**config.mk**
```make
export PLATFORM = sky130hd
export DESIGN_NAME = tpi_horner_cell
export DESIGN_NICKNAME = d
export VERILOG_FILES = /design/src/sv/tpi_horner_cell.sv
export SDC_FILE = /design/constraint.sdc
export NUM_CORES = 1
export LEC_CHECK = 0
export BUFFER_PORTS_ARGS = -buffer_cell sky130_fd_sc_hd__buf_4
export CAP_MARGIN = 20
export CORE_MARGIN = 3
export CORE_UTILIZATION = 60
export DETAILED_ROUTE_END_ITERATION = 16
export PLACE_DENSITY = 0.79
export SKIP_LAST_GASP = 1
export SLEW_MARGIN = 20
export SYNTH_ARGS = -nofsm -noshare
export SYNTH_HDL_FRONTEND = slang
export SYNTH_SLANG_ARGS = --single-unit
```
**constraint.sdc**
```tcl
create_clock -name clock -period 9.59 [get_ports clock]
set_input_delay 0 -clock clock [delete_from_list [all_inputs] [get_ports clock]]
set_output_delay 0 -clock clock [all_outputs]
set_load 0.03 [all_outputs]
```
**src/sv/tpi_horner_cell.sv**
```systemverilog
module tpi_horner_cell #(
   parameter int ACC_W  = 52,
   parameter int SIZE_W = 13,
   parameter int IDX_W  = 24,
   parameter int PAY_W  = 1
) (
   input  logic              clock,
   input  logic              reset,
   input  logic              en,
   input  logic              active,
   input  logic [SIZE_W-1:0] size,
   input  logic              up_valid,
   input  logic [ACC_W-1:0]  up_acc,
   input  logic [IDX_W-1:0]  up_idx,
   input  logic [PAY_W-1:0]  up_pay,
   output logic              dn_valid,
   output logic [ACC_W-1:0]  dn_acc,
   output logic [PAY_W-1:0]  dn_pay
);

   logic             valid_ff;
   logic [ACC_W-1:0] acc_ff, acc_in;
   logic [PAY_W-1:0] pay_ff;

   // acc = acc * size + idx for dimensions inside the rank, else pass through
   always_comb begin
      if (active) begin
         acc_in = ACC_W'(up_acc * size) + ACC_W'(up_idx);
      end else begin
         acc_in = up_acc;
      end
   end

   always_ff @(posedge clock) begin
      if (reset) begin
         valid_ff <= 1'b0;
      end else if (en) begin
         valid_ff <= up_valid;
      end
   end

   always_ff @(posedge clock) begin
      if (en) begin
         acc_ff <= acc_in;
         pay_ff <= up_pay;
      end
   end

   assign dn_valid = valid_ff;
   assign dn_acc   = acc_ff;
   assign dn_pay   = pay_ff;

endmodule
```
==> impl_metrics.ini <==
[route]
drc_errors = 0
drtAntennaViolNets = 0
drt-pass1-iter-count = 5
routedWlPerCell_um = 20.33
via_per_inst = 5.761
drt-total-wl_mm = 56.54
drt_iter0_markers = 1252
vias = 16020

[timing]
period_minus_slack_ns = 6.597
fin_crit_sh_pct = 68.79
max_slew.worst_pin.slew_ns = 0.8732
final_hold_viol_count = 0
rsz0062_at_grt = no
setup_tns_ns = 0
final-setup-viol-count = 0
worst_clock_skew_ns = 0
slew_headroom_pct = 41.79
final_max_slew_viol_count = 0
max_freq_mhz = 151.6
holdWs_ns = 0.01553

[synthesis]
async_flop_share_pct = 0
synthMuxAreaShare_pct = 2.401
syn_nets = 2992
synth_adder_area_share_pct = 53.22
synth_top_family_by_area = adder cells
synthTopCellsByArea = fa_1 47%, inv_1 8.6%, edfxtp_1 7.5%, and2_1 7.5%, nand2_1 6.8%
ys_ff_latch = 54
synth_compound_area_share_pct = 6.407
synth_cells = 2293
synth_top_area_share_pct = 46.91
synth_cell_types = 79
synth_area_um2 = 21210
postSynthAreaPerCell_um2 = 9.249
synthSimpleGateAreaFrac_pct = 16.68
synth-main-ff-cell = edfxtp_1
synth_edf_count = 53
ys_seq_area_share_pct = 7.598
synth_warnings = 0
yosys.area.top_type = fa_1
synth_xor_area_share_pct = 2.726

[floorplanning]
die_area_um2 = 37640
die_x_um = 194.0
ios = 149
core_um2 = 34710
fp.dieH_um = 194.0
initial_core_util_pct = 61.10
rows = 68

[clock_network]
cts_tree = yes
cts-root-buf = clkbuf_16
h-tree-depth = 2
cts_inserted_buffers = 5
clk_pin_slew_worst_paths_ns = 0.10
clkLatencyLatePin_ns = 0.34
max-clock-path-buffers = 2
clock_sinks = 54
postCtsSetupRepairBufs = 0

[run_status]
status = finished clean

[setup_path]
cp_max_fo = 48
crit_path_start_kind = primary input
arrival_ns = 6.69
end_kind = flip-flop
startpoint = size[4]
r2r_start = dn_valid
criticalPathCategory = in -> reg
cp.required_ns = 9.68

[flow_run]
max_cap_violations = 0

[global_routing]
grt.total_usage_pct = 31.11
grt_pass1_wl_mm = 93.27
grt_max_degree = 56
grt_pass1_vias = 17780
grt-ovfl-total = 0
antenna_found_initial = 2

[layout]
diodes = 0
layout-drive-gt1-share_pct = 9.845
final_nets = 3024
stdcell_count = 2781
area_growth_pct = 6.407
post-route-util_pct = 65.01

[place]
place_hpwl_mm = 43.54
gp_congestion = 0.9519
dp.cells = 2770
port_buffers = 148

[hold_path]
holdCritPathClass = in -> reg
min-delay-start = up_acc[47]
-- state kept, by name, summed over array words and instances, names as in the netlist --
register	count
dn_valid	1
dn_pay	1
dn_acc	52
-- kinds of logic (layout without fill, tap and decap cells) --
family | count (synthesis) | after routing
adders and majority gates | 604 | 604
muxes | 45 | 45
buffers and inverters | 611 | 644
DFF | 54 | 54
xor gates and xnor gates | 66 | 66
and+or+nand+nor | 729 | 729
AOI/OAI and AO/OA | 184 | 184
-- cells in the final DEF (no fill, tap or decap), types with 3 or more instances in the layout --
cell type and count:
a211oi_1 8, a21boi_0 3, a21o_1 20, a21oi_1 57, a31oi_1 5, and2_1 253, and3_1 7, buf_4 148
clkbuf_16 5, dlygate4sd3_1 3, edfxtp_1 53, fa_1 497, ha_1 107, inv_1 485, mux2_2 42, nand2_1 386
nand3_1 16, nand4_1 6, nor2_1 32, nor2b_1 6, nor3_1 4, o211ai_1 5, o21a_1 4, o21ai_0 26
o21ai_1 4, o21bai_1 10, o31ai_1 5, or2_2 3, xnor2_1 50, xor2_1 16
-- worst max-delay path: stages --
cell and delay, ns:
buf_4 0.52, nand2_1 0.19, fa_1 0.53, fa_1 0.51, inv_1 0.06, fa_1 0.56, fa_1 0.45, fa_1 0.51
inv_1 0.06, fa_1 0.47, inv_1 0.04, ha_1 0.41, and4_1 0.33, and3_1 0.27, nand2b_1 0.09, o21ai_2 0.34
nor2_1 0.21, a2bb2oi_1 0.18, a21oi_1 0.37, a211oi_1 0.15, or3b_1 0.39
-- final timing paths --
check / to / slack (ns) / depth (start not counted)
worst min register to register: dn_valid / 1.10 / 3
worst max register to register: dn_valid / 8.40 / 3
worst min-delay path: dn_acc[47] / 0.02 / 2
worst max-delay path: dn_acc[49] / 2.99 / 21
-- routing by layer --
layer  track usage (%)  part of all wire (%)  wire [um]
met5                 0                     0          0
met4             10.51                   3.6       2010
met3             4.674                   8.6       4865
met2             52.39                    49      27730
met1             41.80                    39      21940
-- stage by stage --
step	setup WS (ns)	instance area, um^2
2_1_floorplan	3.510	21210
3_3_place_gp	2.803	22380
3_5_place_dp	2.684	22380
4_1_cts	3.029	22570
5_1_grt	2.751	22570
6_report	2.993	22570
-- layout make-up --
| class | count | area [um^2] |
|---|---|---|
| multi-input combinational | 1628 | 17270 |
| fill | 2845 | 12150 |
| inverter | 485 | 1821 |
| sequential | 54 | 1612 |
| timing repair buffer | 151 | 1141 |
| tap | 455 | 569.3 |
| clock buffer | 5 | 125.1 |
| clock inverter | 3 | 28.78 |
-- synth_stat cells, types with 3 or more instances --
| master | count |
|---|---|
| a211oi_1 | 8 |
| a21boi_0 | 3 |
| a21o_1 | 20 |
| a21oi_1 | 57 |
| a31oi_1 | 5 |
| and2_1 | 253 |
| and3_1 | 7 |
| buf_1 | 4 |
| buf_2 | 3 |
| buf_4 | 3 |
| clkbuf_1 | 112 |
| edfxtp_1 | 53 |
| fa_1 | 497 |
| ha_1 | 107 |
| inv_1 | 485 |
| mux2_2 | 42 |
| nand2_1 | 386 |
| nand3_1 | 16 |
| nand4_1 | 6 |
| nor2_1 | 32 |
| nor2b_1 | 6 |
| nor3_1 | 4 |
| o211ai_1 | 5 |
| o21a_1 | 4 |
| o21ai_0 | 26 |
| o21ai_1 | 4 |
| o21bai_1 | 10 |
| o31ai_1 | 5 |
| or2_2 | 3 |
| xnor2_1 | 50 |
| xor2_1 | 16 |
-- repair_timing --
item                                   4_1_cts  5_1_grt
hold buffers                                 3        0
resized for setup                            0        0
endpoints found under the hold margin        2        0
Power is not shown: default switching activity piles up to over one toggle a cycle in this logic, so the estimate is an artifact.
