===== src/sv/tpi_div_cell.sv =====
module tpi_div_cell #(
   parameter int LANES = 1,
   parameter int NUM_W = 24,
   parameter int DIV_W = 13,
   parameter int PAY_W = 1
) (
   input  logic                             clock,
   input  logic                             reset,
   input  logic                             en,
   input  logic [LANES-1:0][DIV_W-1:0]      divisor,
   input  logic                             up_valid,
   input  logic [LANES-1:0][DIV_W-1:0]      up_rem,
   input  logic [LANES-1:0][NUM_W-1:0]      up_num,
   input  logic [PAY_W-1:0]                 up_pay,
   output logic                             dn_valid,
   output logic [LANES-1:0][DIV_W-1:0]      dn_rem,
   output logic [LANES-1:0][NUM_W-1:0]      dn_num,
   output logic [PAY_W-1:0]                 dn_pay
);

   logic                        valid_ff;
   logic [LANES-1:0][DIV_W-1:0] rem_ff, rem_in;
   logic [LANES-1:0][NUM_W-1:0] num_ff, num_in;
   logic [PAY_W-1:0]            pay_ff;
   logic [LANES-1:0][DIV_W:0]   trial;

   // one restoring step: dividend bits shift out at the top, quotient bits in at the bottom
   always_comb begin
      for (int l = 0; l < LANES; l++) begin
         trial[l] = {up_rem[l], up_num[l][NUM_W-1]};
         if (trial[l] >= {1'b0, divisor[l]}) begin
            rem_in[l] = DIV_W'(trial[l] - {1'b0, divisor[l]});
            num_in[l] = {up_num[l][NUM_W-2:0], 1'b1};
         end else begin
            rem_in[l] = trial[l][DIV_W-1:0];
            num_in[l] = {up_num[l][NUM_W-2:0], 1'b0};
         end
      end
   end

   always_ff @(posedge clock) begin
      if (reset) begin
         valid_ff <= 1'b0;
      end else if (en) begin
         valid_ff <= up_valid;
      end
   end

   always_ff @(posedge clock) begin
      if (en) begin
         rem_ff <= rem_in;
         num_ff <= num_in;
         pay_ff <= up_pay;
      end
   end

   assign dn_valid = valid_ff;
   assign dn_rem   = rem_ff;
   assign dn_num   = num_ff;
   assign dn_pay   = pay_ff;

endmodule


===== config.mk =====
export PLATFORM = sky130hd
export DESIGN_NAME = tpi_div_cell
export DESIGN_NICKNAME = d
export VERILOG_FILES = /design/src/sv/tpi_div_cell.sv
export SDC_FILE = /design/constraint.sdc
export NUM_CORES = 1
export LEC_CHECK = 0
export BUFFER_PORTS_ARGS = -buffer_cell sky130_fd_sc_hd__buf_2
export CORE_MARGIN = 8
export CORE_UTILIZATION = 46
export DETAILED_ROUTE_END_ITERATION = 10
export PLACE_DENSITY = 0.79
export SETUP_SLACK_MARGIN = 0.15
export SYNTH_ARGS = -nofsm -noshare
export SYNTH_HDL_FRONTEND = slang
export SYNTH_SLANG_ARGS = --single-unit

===== constraint.sdc =====
create_clock -name clock -period 3.6 [get_ports clock]
set_clock_uncertainty 0.15 [all_clocks]
set_input_delay 0.72 -clock clock [delete_from_list [all_inputs] [get_ports clock]]
set_output_delay 0.72 -clock clock [all_outputs]
set_load 0.01 [all_outputs]

==> summary.txt, run 1 <==
Clock network
  • TritonCTS clock tree: done
  • Source-to-sink clock delay at the later pin of the worst-skew pair: 280 ps
  • H-Tree Depth: 2
  • CTS clock-pin slew for the worst setup and hold paths: ~70 ps
  • Setup bufs post-CTS: 0
  • # clock sinks: 39
  • Number of resized instances in the post-cts repair step: 0
  • Maximum number of buffers from clock root to sink: 2
  • Buffer type at the clock tree root: sky130_fd_sc_hd__clkbuf_8
  • Number of buffers created by CTS: 5
  • Count of hold buffers inserted by post-cts repair: 0

Worst setup path
  • Slowest CP cell: sky130_fd_sc_hd__o32a_2
  • Kind of start point of the critical path: input port
  • Arrival time of data at the critical path endpoint: 2930 ps
  • CP bufs+invs: 2
  • Category of the most critical setup path: input port to flip-flop
  • Capturing element type of the critical path: flip-flop
  • Data required time at the worst endpoint: 3490 ps
  • Worst path top cell family by delay: compound AO/OA/AOI/OAI gates
  • Delay contributed by the slowest stage of the critical path: 460 ps
  • Critical path, cell by cell: buf_2, inv_1, ha_1, fa_1, nand2b_2, a21oi_2, o21ai_2, a211oi_2, o32a_2, mux2_2
  • CP Max Fanout: 14

Power
  • Reported leakage power: between 1 and 1.5 nW
  • Post-route total power: 1.26 mW
  • Power density normalized to cell area: 474 nW/um^2
  • Worst ir drop on vdd: 181 uV

STA
  • Count of endpoints failing setup in the final report: 0
  • Timing-limited maximum frequency: 328 MHz
  • Unrepaired setup endpoints after global routing: false
  • Shortest clock period the worst path allows after layout: 3050 ps
  • Number of hold violations in the final report: 0
  • Final max-slew violation count: 0
  • Final Cycle Share: a little over four fifths
  • Tightest Pin Transition: 840 ps
  • Total negative setup slack: 0 ps
  • Max transition margin: 44.0%

Cells and area
  • Post-layout utilization of the core: 62.2%
  • Share of final-layout standard cells stronger than drive strength 1: 47.0%
  • Number of inserted filler cells in the final layout: between 300 and 400
  • Area growth from synthesis to layout: 31.7%
  • Final net count: 317
  • Antenna diode count: 0

Drt
  • Number of violations reported at the end of detailed-routing iteration 0: 48
  • Remaining DRCs: 0
  • Total Wirelength: 4540 um
  • Antenna-violating nets left: 0
  • Drt wl/cell: roughly 15 um
  • Vias per Instance: 4.95
  • First-pass iteration count of the detailed router: 4
  • Number of vias in the routed layout: between 1000 and 1500

Global routing
  • GRT Overall Usage: about an eighth
  • Overall overflow remaining after global route: 0
  • Wire length of the first global-routing pass: 6840 um
  • Maximum number of pins on one net before global-route repair: 40
  • Initial antenna violation count: 0
  • Vias in the first global route: approximately 1600

Floorplanning
  • Total number of placement rows: 24
  • DIE WIDTH: 82.4 um
  • Starting utilization of the core area: between 40% and 50%
  • Height of the die: 82.4 um
  • Die area: 6780 um^2
  • Area of the core: 4290 um^2
  • Num ports: 94

Synthesis
  • Largest area contributor in the netlist: sky130_fd_sc_hd__edfxtp_1
  • Total of flip-flops plus latches after synthesis: 39
  • Mapped Cells: roughly 150
  • Number of distinct library cells after synthesis: 41
  • Seq/Total Area, Yosys: a little under three fifths
  • Number of flops mapped to enable cells by yosys: 38
  • Share of flip-flops with an asynchronous set or reset after synthesis: 0%
  • Dominant cells by area after synthesis: sky130_fd_sc_hd__edfxtp_1 (56%), sky130_fd_sc_hd__ha_1 (8.0%), sky130_fd_sc_hd__mux2_4 (5.2%)
  • Leading register cell type out of synthesis: sky130_fd_sc_hd__edfxtp_1
  • Count of synthesis-stage warnings from yosys: 0
  • Post-Synthesis Net Count: 218
  • Post-synthesis area per instance: roughly 14 um^2
  • Proportion of netlist area held by the largest area contributor: 56.3%
  • Area of the mapped netlist: 2030 um^2

Place
  • Final estimated routing congestion in global placement: 0.766
  • Detailed Place HPWL: 3680 um
  • Number of input and output port buffers inserted: 93

Worst hold path
  • Worst hold path type: flip-flop to flip-flop

Status
  • Run status: finished, final reports clean

Flow run
  • Number of max-cap violations: 0
cells in the final DEF (no fill, tap or decap), drive strengths merged, types with 2 or more instances in the layout:
cell,Yosys,routed
buf,1,93
edfxtp,38,38
inv,15,15
ha,13,13
mux2,11,11
nor2,9,9
a21oi,9,9
clkbuf,0,6
o21ai,6,6
xor2,5,5
nand2,4,4
xnor2,4,4
nand2b,4,4
mux2i,3,3
a211oi,3,3
a21o,2,2
nor3,2,2
nor2b,2,2
nand3,2,2
bufinv,0,2
or2,2,2
routing by layer:
layer  wire length (um)  track usage (%)  vias up
li1                   -                -      746
met1               1830             14.6      671
met2               2060             22.7       70
met3                613             5.09        4
met4                 33             2.81        0
met5                  0                0        -
Yosys cell counts (3+ instances only):
cell type                  instances
sky130_fd_sc_hd__xnor2_1           4
sky130_fd_sc_hd__nand2b_1          3
sky130_fd_sc_hd__edfxtp_1         38
sky130_fd_sc_hd__o21ai_0           4
sky130_fd_sc_hd__nor2_1            9
sky130_fd_sc_hd__nand2_1           4
sky130_fd_sc_hd__mux2i_1           3
sky130_fd_sc_hd__mux2_4            7
sky130_fd_sc_hd__mux2_2            3
sky130_fd_sc_hd__xor2_1            5
sky130_fd_sc_hd__inv_1            15
sky130_fd_sc_hd__ha_1             13
sky130_fd_sc_hd__a21oi_1           8
worst paths after layout:
kind | slack, ps | depth (start not counted) | startpoint | endpoint
hold reg to reg | 350 | 2 | dn_valid | dn_valid
setup / recovery | 550 | 10 | up_num[23] | dn_rem[2]
hold / removal | 350 | 2 | dn_valid | dn_valid
setup reg to reg | 2850 | 2 | dn_valid | dn_valid
state kept, by name (all words and copies together) (netlist names):
name      count
dn_valid      1
dn_rem       13
dn_pay        1
dn_num       24
cell type report:
cell class              count  area (um^2)  area share (%)
flip-flops and latches     39         1160            43.5
multi-input cells          94          788            29.5
repair buffers             93          465            17.4
clock buffers               6         72.6            2.72
well taps                  52         65.1            2.44
clock inverters             2         60.1            2.25
inverters                  15         56.3            2.11
cell families after synthesis:
family	Yosys count	share of synthesized area [%]
xor gates and xnor gates	9	3.89
and+or+nand+nor	31	8.40
AOI/OAI and AO/OA	26	8.71
adders and majority gates	14	9.02
muxes	14	8.89
DFF	39	57.3
buffers and inverters	16	3.77
worst min-delay path, stage by stage, from the launching register on:
cell                      delay, ps
sky130_fd_sc_hd__dfxtp_1        320
sky130_fd_sc_hd__mux2i_1         70
sky130_fd_sc_hd__nor2_1          80
report_power, final:
group	switching (mW)	total (mW)	leakage, nW	internal, mW
clock network	0.143	0.420	0.0654	0.277
logic	0.138	0.275	0.802	0.137
registers	0.0111	0.569	0.380	0.557
total	0.292	1.26	1.25	0.971
stage by stage:
stage          hold WS, ps  instance area, um^2  setup slack [ps]  cells
4_1_cts                352                 2670               531    301
2_1_floorplan          378                 2030               600    149
6_report               349                 2670               554    301
3_5_place_dp           334                 2540               230    293
3_3_place_gp           319                 2540               293    293
5_1_grt                385                 2670               412    301
Power figures use the tool's default switching activity.
==> run 2: changes to the inputs <==
--- a/config.mk
+++ b/config.mk
@@ -5,11 +5,12 @@
 export SDC_FILE = /design/constraint.sdc
 export NUM_CORES = 1
 export LEC_CHECK = 0
+export ABC_AREA = 1
 export BUFFER_PORTS_ARGS = -buffer_cell sky130_fd_sc_hd__buf_2
 export CORE_MARGIN = 8
-export CORE_UTILIZATION = 46
+export CORE_UTILIZATION = 49
 export DETAILED_ROUTE_END_ITERATION = 10
-export PLACE_DENSITY = 0.79
+export PLACE_DENSITY = 0.81
 export SETUP_SLACK_MARGIN = 0.15
 export SYNTH_ARGS = -nofsm -noshare
 export SYNTH_HDL_FRONTEND = slang
==> constraint.sdc (replaced) <==
create_clock -name clock -period 2.85 [get_ports clock]
set_clock_uncertainty 0.15 [all_clocks]
set_input_delay 0.57 -clock clock [delete_from_list [all_inputs] [get_ports clock]]
set_output_delay 0.57 -clock clock [all_outputs]
set_load 0.01 [all_outputs]
==> run 2 against run 1 <==
Cell count grew 35%. Critical path depth increased by 1. Die area up 7.9%. Synthesized cell count grew 70%. Synthesized area up 17%. Highest routed layer unchanged. Via count is 32% higher. Power grew 13%. Final area increased by 10%. Sequential power increased by 25%. Combinational power rose by 40%. Register-to-register slack lost 740 ps. Critical endpoint is now dn_rem[6]. Hold slack worse by 62 ps.
==> summary.txt, run 2 <==
Place
  • Cell area after placement: roughly 2900 um^2
  • Final estimated routing congestion in global placement: 0.925
  • Detailed Place HPWL: around 4500 um
  • Number of input and output port buffers inserted: 93
  • Post-place setup slack: 290 ps

STA
  • Unrepaired setup endpoints after global routing: false
  • Tightest Pin Transition: 831 ps
  • Max transition margin: 44.6%
  • Worst setup margin: around 590 ps
  • Final max-slew violation count: 0
  • Count of endpoints failing setup in the final report: 0
  • Final Cycle Share: a little under 80%
  • Number of hold violations in the final report: 0
  • Shortest clock period the worst path allows after layout: 2260 ps
  • Timing-limited maximum frequency: roughly 440 MHz
  • Worst hold-check slack: 287 ps
  • Total negative setup slack: 0 ps

Cells and area
  • Area growth from synthesis to layout: 24.1%
  • Most used cells in the layout excluding fill and tap cells: sky130_fd_sc_hd__buf_2 (93), sky130_fd_sc_hd__nand2_1 (68), sky130_fd_sc_hd__inv_1 (51), sky130_fd_sc_hd__edfxtp_1 (38), sky130_fd_sc_hd__ha_1 (13)
  • Final net count: 419
  • Most common cell after layout, fill and taps aside: sky130_fd_sc_hd__buf_2
  • Number of inserted filler cells in the final layout: 418
  • Antenna diode count: 0
  • Share of final-layout standard cells stronger than drive strength 1: 38.7%
  • Max FFs per register: 24
  • Post-route cell area: 2940 um^2

Power
  • Worst ir drop on vdd: 229 uV
  • Post-route total power: 1.43 mW
  • Reported leakage power: 1.56 nW
  • Power density normalized to cell area: a little under 500 nW/um^2

Worst setup path
  • Crit path capture: dn_rem[6]
  • Category of the most critical setup path: input port to flip-flop
  • Beginning of the worst register-to-register path: dn_valid
  • Critical Path Start: divisor[11]
  • Flop2flop setup slack: ~2100 ps
  • CP Max Fanout: 21
  • Delay contributed by the slowest stage of the critical path: ~350 ps
  • Worst-case reg-to-reg path depth: 2
  • Terminus of the critical flop-to-flop path: dn_valid
  • Arrival time of data at the critical path endpoint: 2150 ps
  • Data required time at the worst endpoint: around 2700 ps
  • Critical path, cell by cell: buf_2, inv_1, ha_1, nand2_1, inv_2, nand2_2, inv_2, a21oi_4, nand3_4, nand2_1, o21ai_2
  • Slowest CP cell: sky130_fd_sc_hd__ha_1
  • Kind of start point of the critical path: input port
  • Capturing element type of the critical path: flip-flop

Synthesis
  • Post-synthesis area per instance: 9.37 um^2
  • Leading register cell type out of synthesis: sky130_fd_sc_hd__edfxtp_1
  • Total of flip-flops plus latches after synthesis: 39
  • Dominant cells by area after synthesis: sky130_fd_sc_hd__edfxtp_1 (48%), sky130_fd_sc_hd__nand2_1 (11%), sky130_fd_sc_hd__inv_1 (8.1%)
  • Number of distinct library cells after synthesis: 25
  • Cell types with the highest counts after synthesis: sky130_fd_sc_hd__nand2_1 (68), sky130_fd_sc_hd__inv_1 (51), sky130_fd_sc_hd__edfxtp_1 (38), sky130_fd_sc_hd__ha_1 (13)
  • Largest area contributor in the netlist: sky130_fd_sc_hd__edfxtp_1
  • Number of flops mapped to enable cells by yosys: 38
  • Share of flip-flops with an asynchronous set or reset after synthesis: 0%
  • Library cell with the highest instance count after synthesis: sky130_fd_sc_hd__nand2_1
  • Proportion of netlist area held by the largest area contributor: 48.2%
  • Area of the mapped netlist: 2370 um^2
  • Mapped Cells: ~250
  • Post-Synthesis Net Count: 322
  • Seq/Total Area, Yosys: 49.0%
  • Count of synthesis-stage warnings from yosys: 0

Clock network
  • Number of resized instances in the post-cts repair step: 0
  • # clock sinks: 39
  • TritonCTS clock tree: done
  • Setup bufs post-CTS: 0
  • Count of hold buffers inserted by post-cts repair: 0
  • CTS clock-pin slew for the worst setup and hold paths: about 70 ps
  • Source-to-sink clock delay at the later pin of the worst-skew pair: 280 ps
  • Buffer type at the clock tree root: sky130_fd_sc_hd__clkbuf_8
  • H-Tree Depth: 2
  • Number of buffers created by CTS: 5
  • Maximum number of buffers from clock root to sink: 2

Flow run
  • Number of max-cap violations: 0

Global routing
  • Wire length of the first global-routing pass: 8710 um
  • Maximum number of pins on one net before global-route repair: 40
  • GRT Overall Usage: 14.8%
  • Overall overflow remaining after global route: 0
  • Initial antenna violation count: 0
  • Vias in the first global route: 1946

Status
  • Run status: finished, final reports clean

Worst hold path
  • Worst hold path type: input port to flip-flop
  • Hold Path Cell Cnt: 2

Drt
  • First-pass iteration count of the detailed router: 4
  • Drt wl/cell: 13.0 um
  • Number of vias in the routed layout: 1968
  • Number of violations reported at the end of detailed-routing iteration 0: 45
  • Total Wirelength: 5270 um
  • Antenna-violating nets left: 0
  • Vias per Instance: 4.86
  • Remaining DRCs: 0

Floorplanning
  • Starting utilization of the core area: 50.5%
  • Total number of placement rows: 25
  • Height of the die: 85.5 um
  • Area of the core: 4690 um^2
  • DIE WIDTH: 85.5 um
  • Die area: 7320 um^2
  • Num ports: 94
[run 2: changes by cell type in the layout (fill, tap and decap cells not counted), sizes merged, moves of 3 or more]
| cell | before | now |
|---|---|---|
| inv | 15 | 57 |
| mux2 | 11 | 0 |
| a211oi | 3 | 0 |
| nand2b | 4 | 0 |
| nand4 | 1 | 11 |
| nor2 | 9 | 12 |
| a21oi | 9 | 5 |
| nand3 | 2 | 18 |
| xnor2 | 4 | 1 |
| nand2 | 4 | 80 |
[run 2: how the worst min path moves through the flow]
stage	from	to	slack (ps)
after floorplan	dn_valid	dn_valid	380
after global placement	dn_valid	dn_valid	320
after detailed placement	dn_valid	dn_valid	340
after CTS	reset	dn_valid	280
after global routing	reset	dn_valid	290
final	reset	dn_valid	290
[run 2: cells by family (layout without fill, tap and decap cells)]
| family | Yosys count | after routing | synth area share [%] |
|---|---|---|---|
| buf+inv | 60 | 158 | 10.8 |
| flops | 39 | 39 | 49.0 |
| fa+ha+maj | 14 | 14 | 7.71 |
| simple gates | 121 | 121 | 25.7 |
| xor+xnor | 6 | 6 | 2.22 |
| mux | 1 | 1 | 0.422 |
| compound gates | 12 | 12 | 4.12 |
[run 2: routing by layer]
metal	track usage, %	vias up	share of wire [%]
met5	0	-	0
met4	5.73	0	1.7
met3	3.15	7	7.1
met2	26.7	69	50
met1	16.4	882	41
li1	-	1010	-
[run 2: area by class of cell]
type / instances / area, um^2 / share of cell area [%]
Clock buffer: 7 / 76.3 / 2.59
Clock inverter: 1 / 5.00 / 0.170
Inverter: 57 / 214 / 7.27
Multi-Input combinational cell: 154 / 952 / 32.4
Sequential cell: 39 / 1160 / 39.5
Tap cell: 54 / 67.6 / 2.30
Timing Repair Buffer: 93 / 465 / 15.8
[run 2: power breakdown]
part / total [mW] / switching (mW) / internal, mW
combinational: 0.384 / 0.232 / 0.152
clock: 0.335 / 0.164 / 0.171
sequential: 0.712 / 0.0110 / 0.701
total: 1.43 / 0.407 / 1.02
[run 2: through the flow]
stage	instances	util (%)
3_5_place_dp	397	61.0
2_1_floorplan	253	-
5_1_grt	405	62.7
6_report	405	62.7
4_1_cts	405	62.7
3_3_place_gp	397	61.0
[run 2: worst max-delay path: cells and delay by family]
family / cells / cell delay [ps]
adders and majority gates: 1 / 350
AOI/OAI and AO/OA: 2 / 300
and+or+nand+nor: 4 / 700
buffers and inverters: 4 / 210
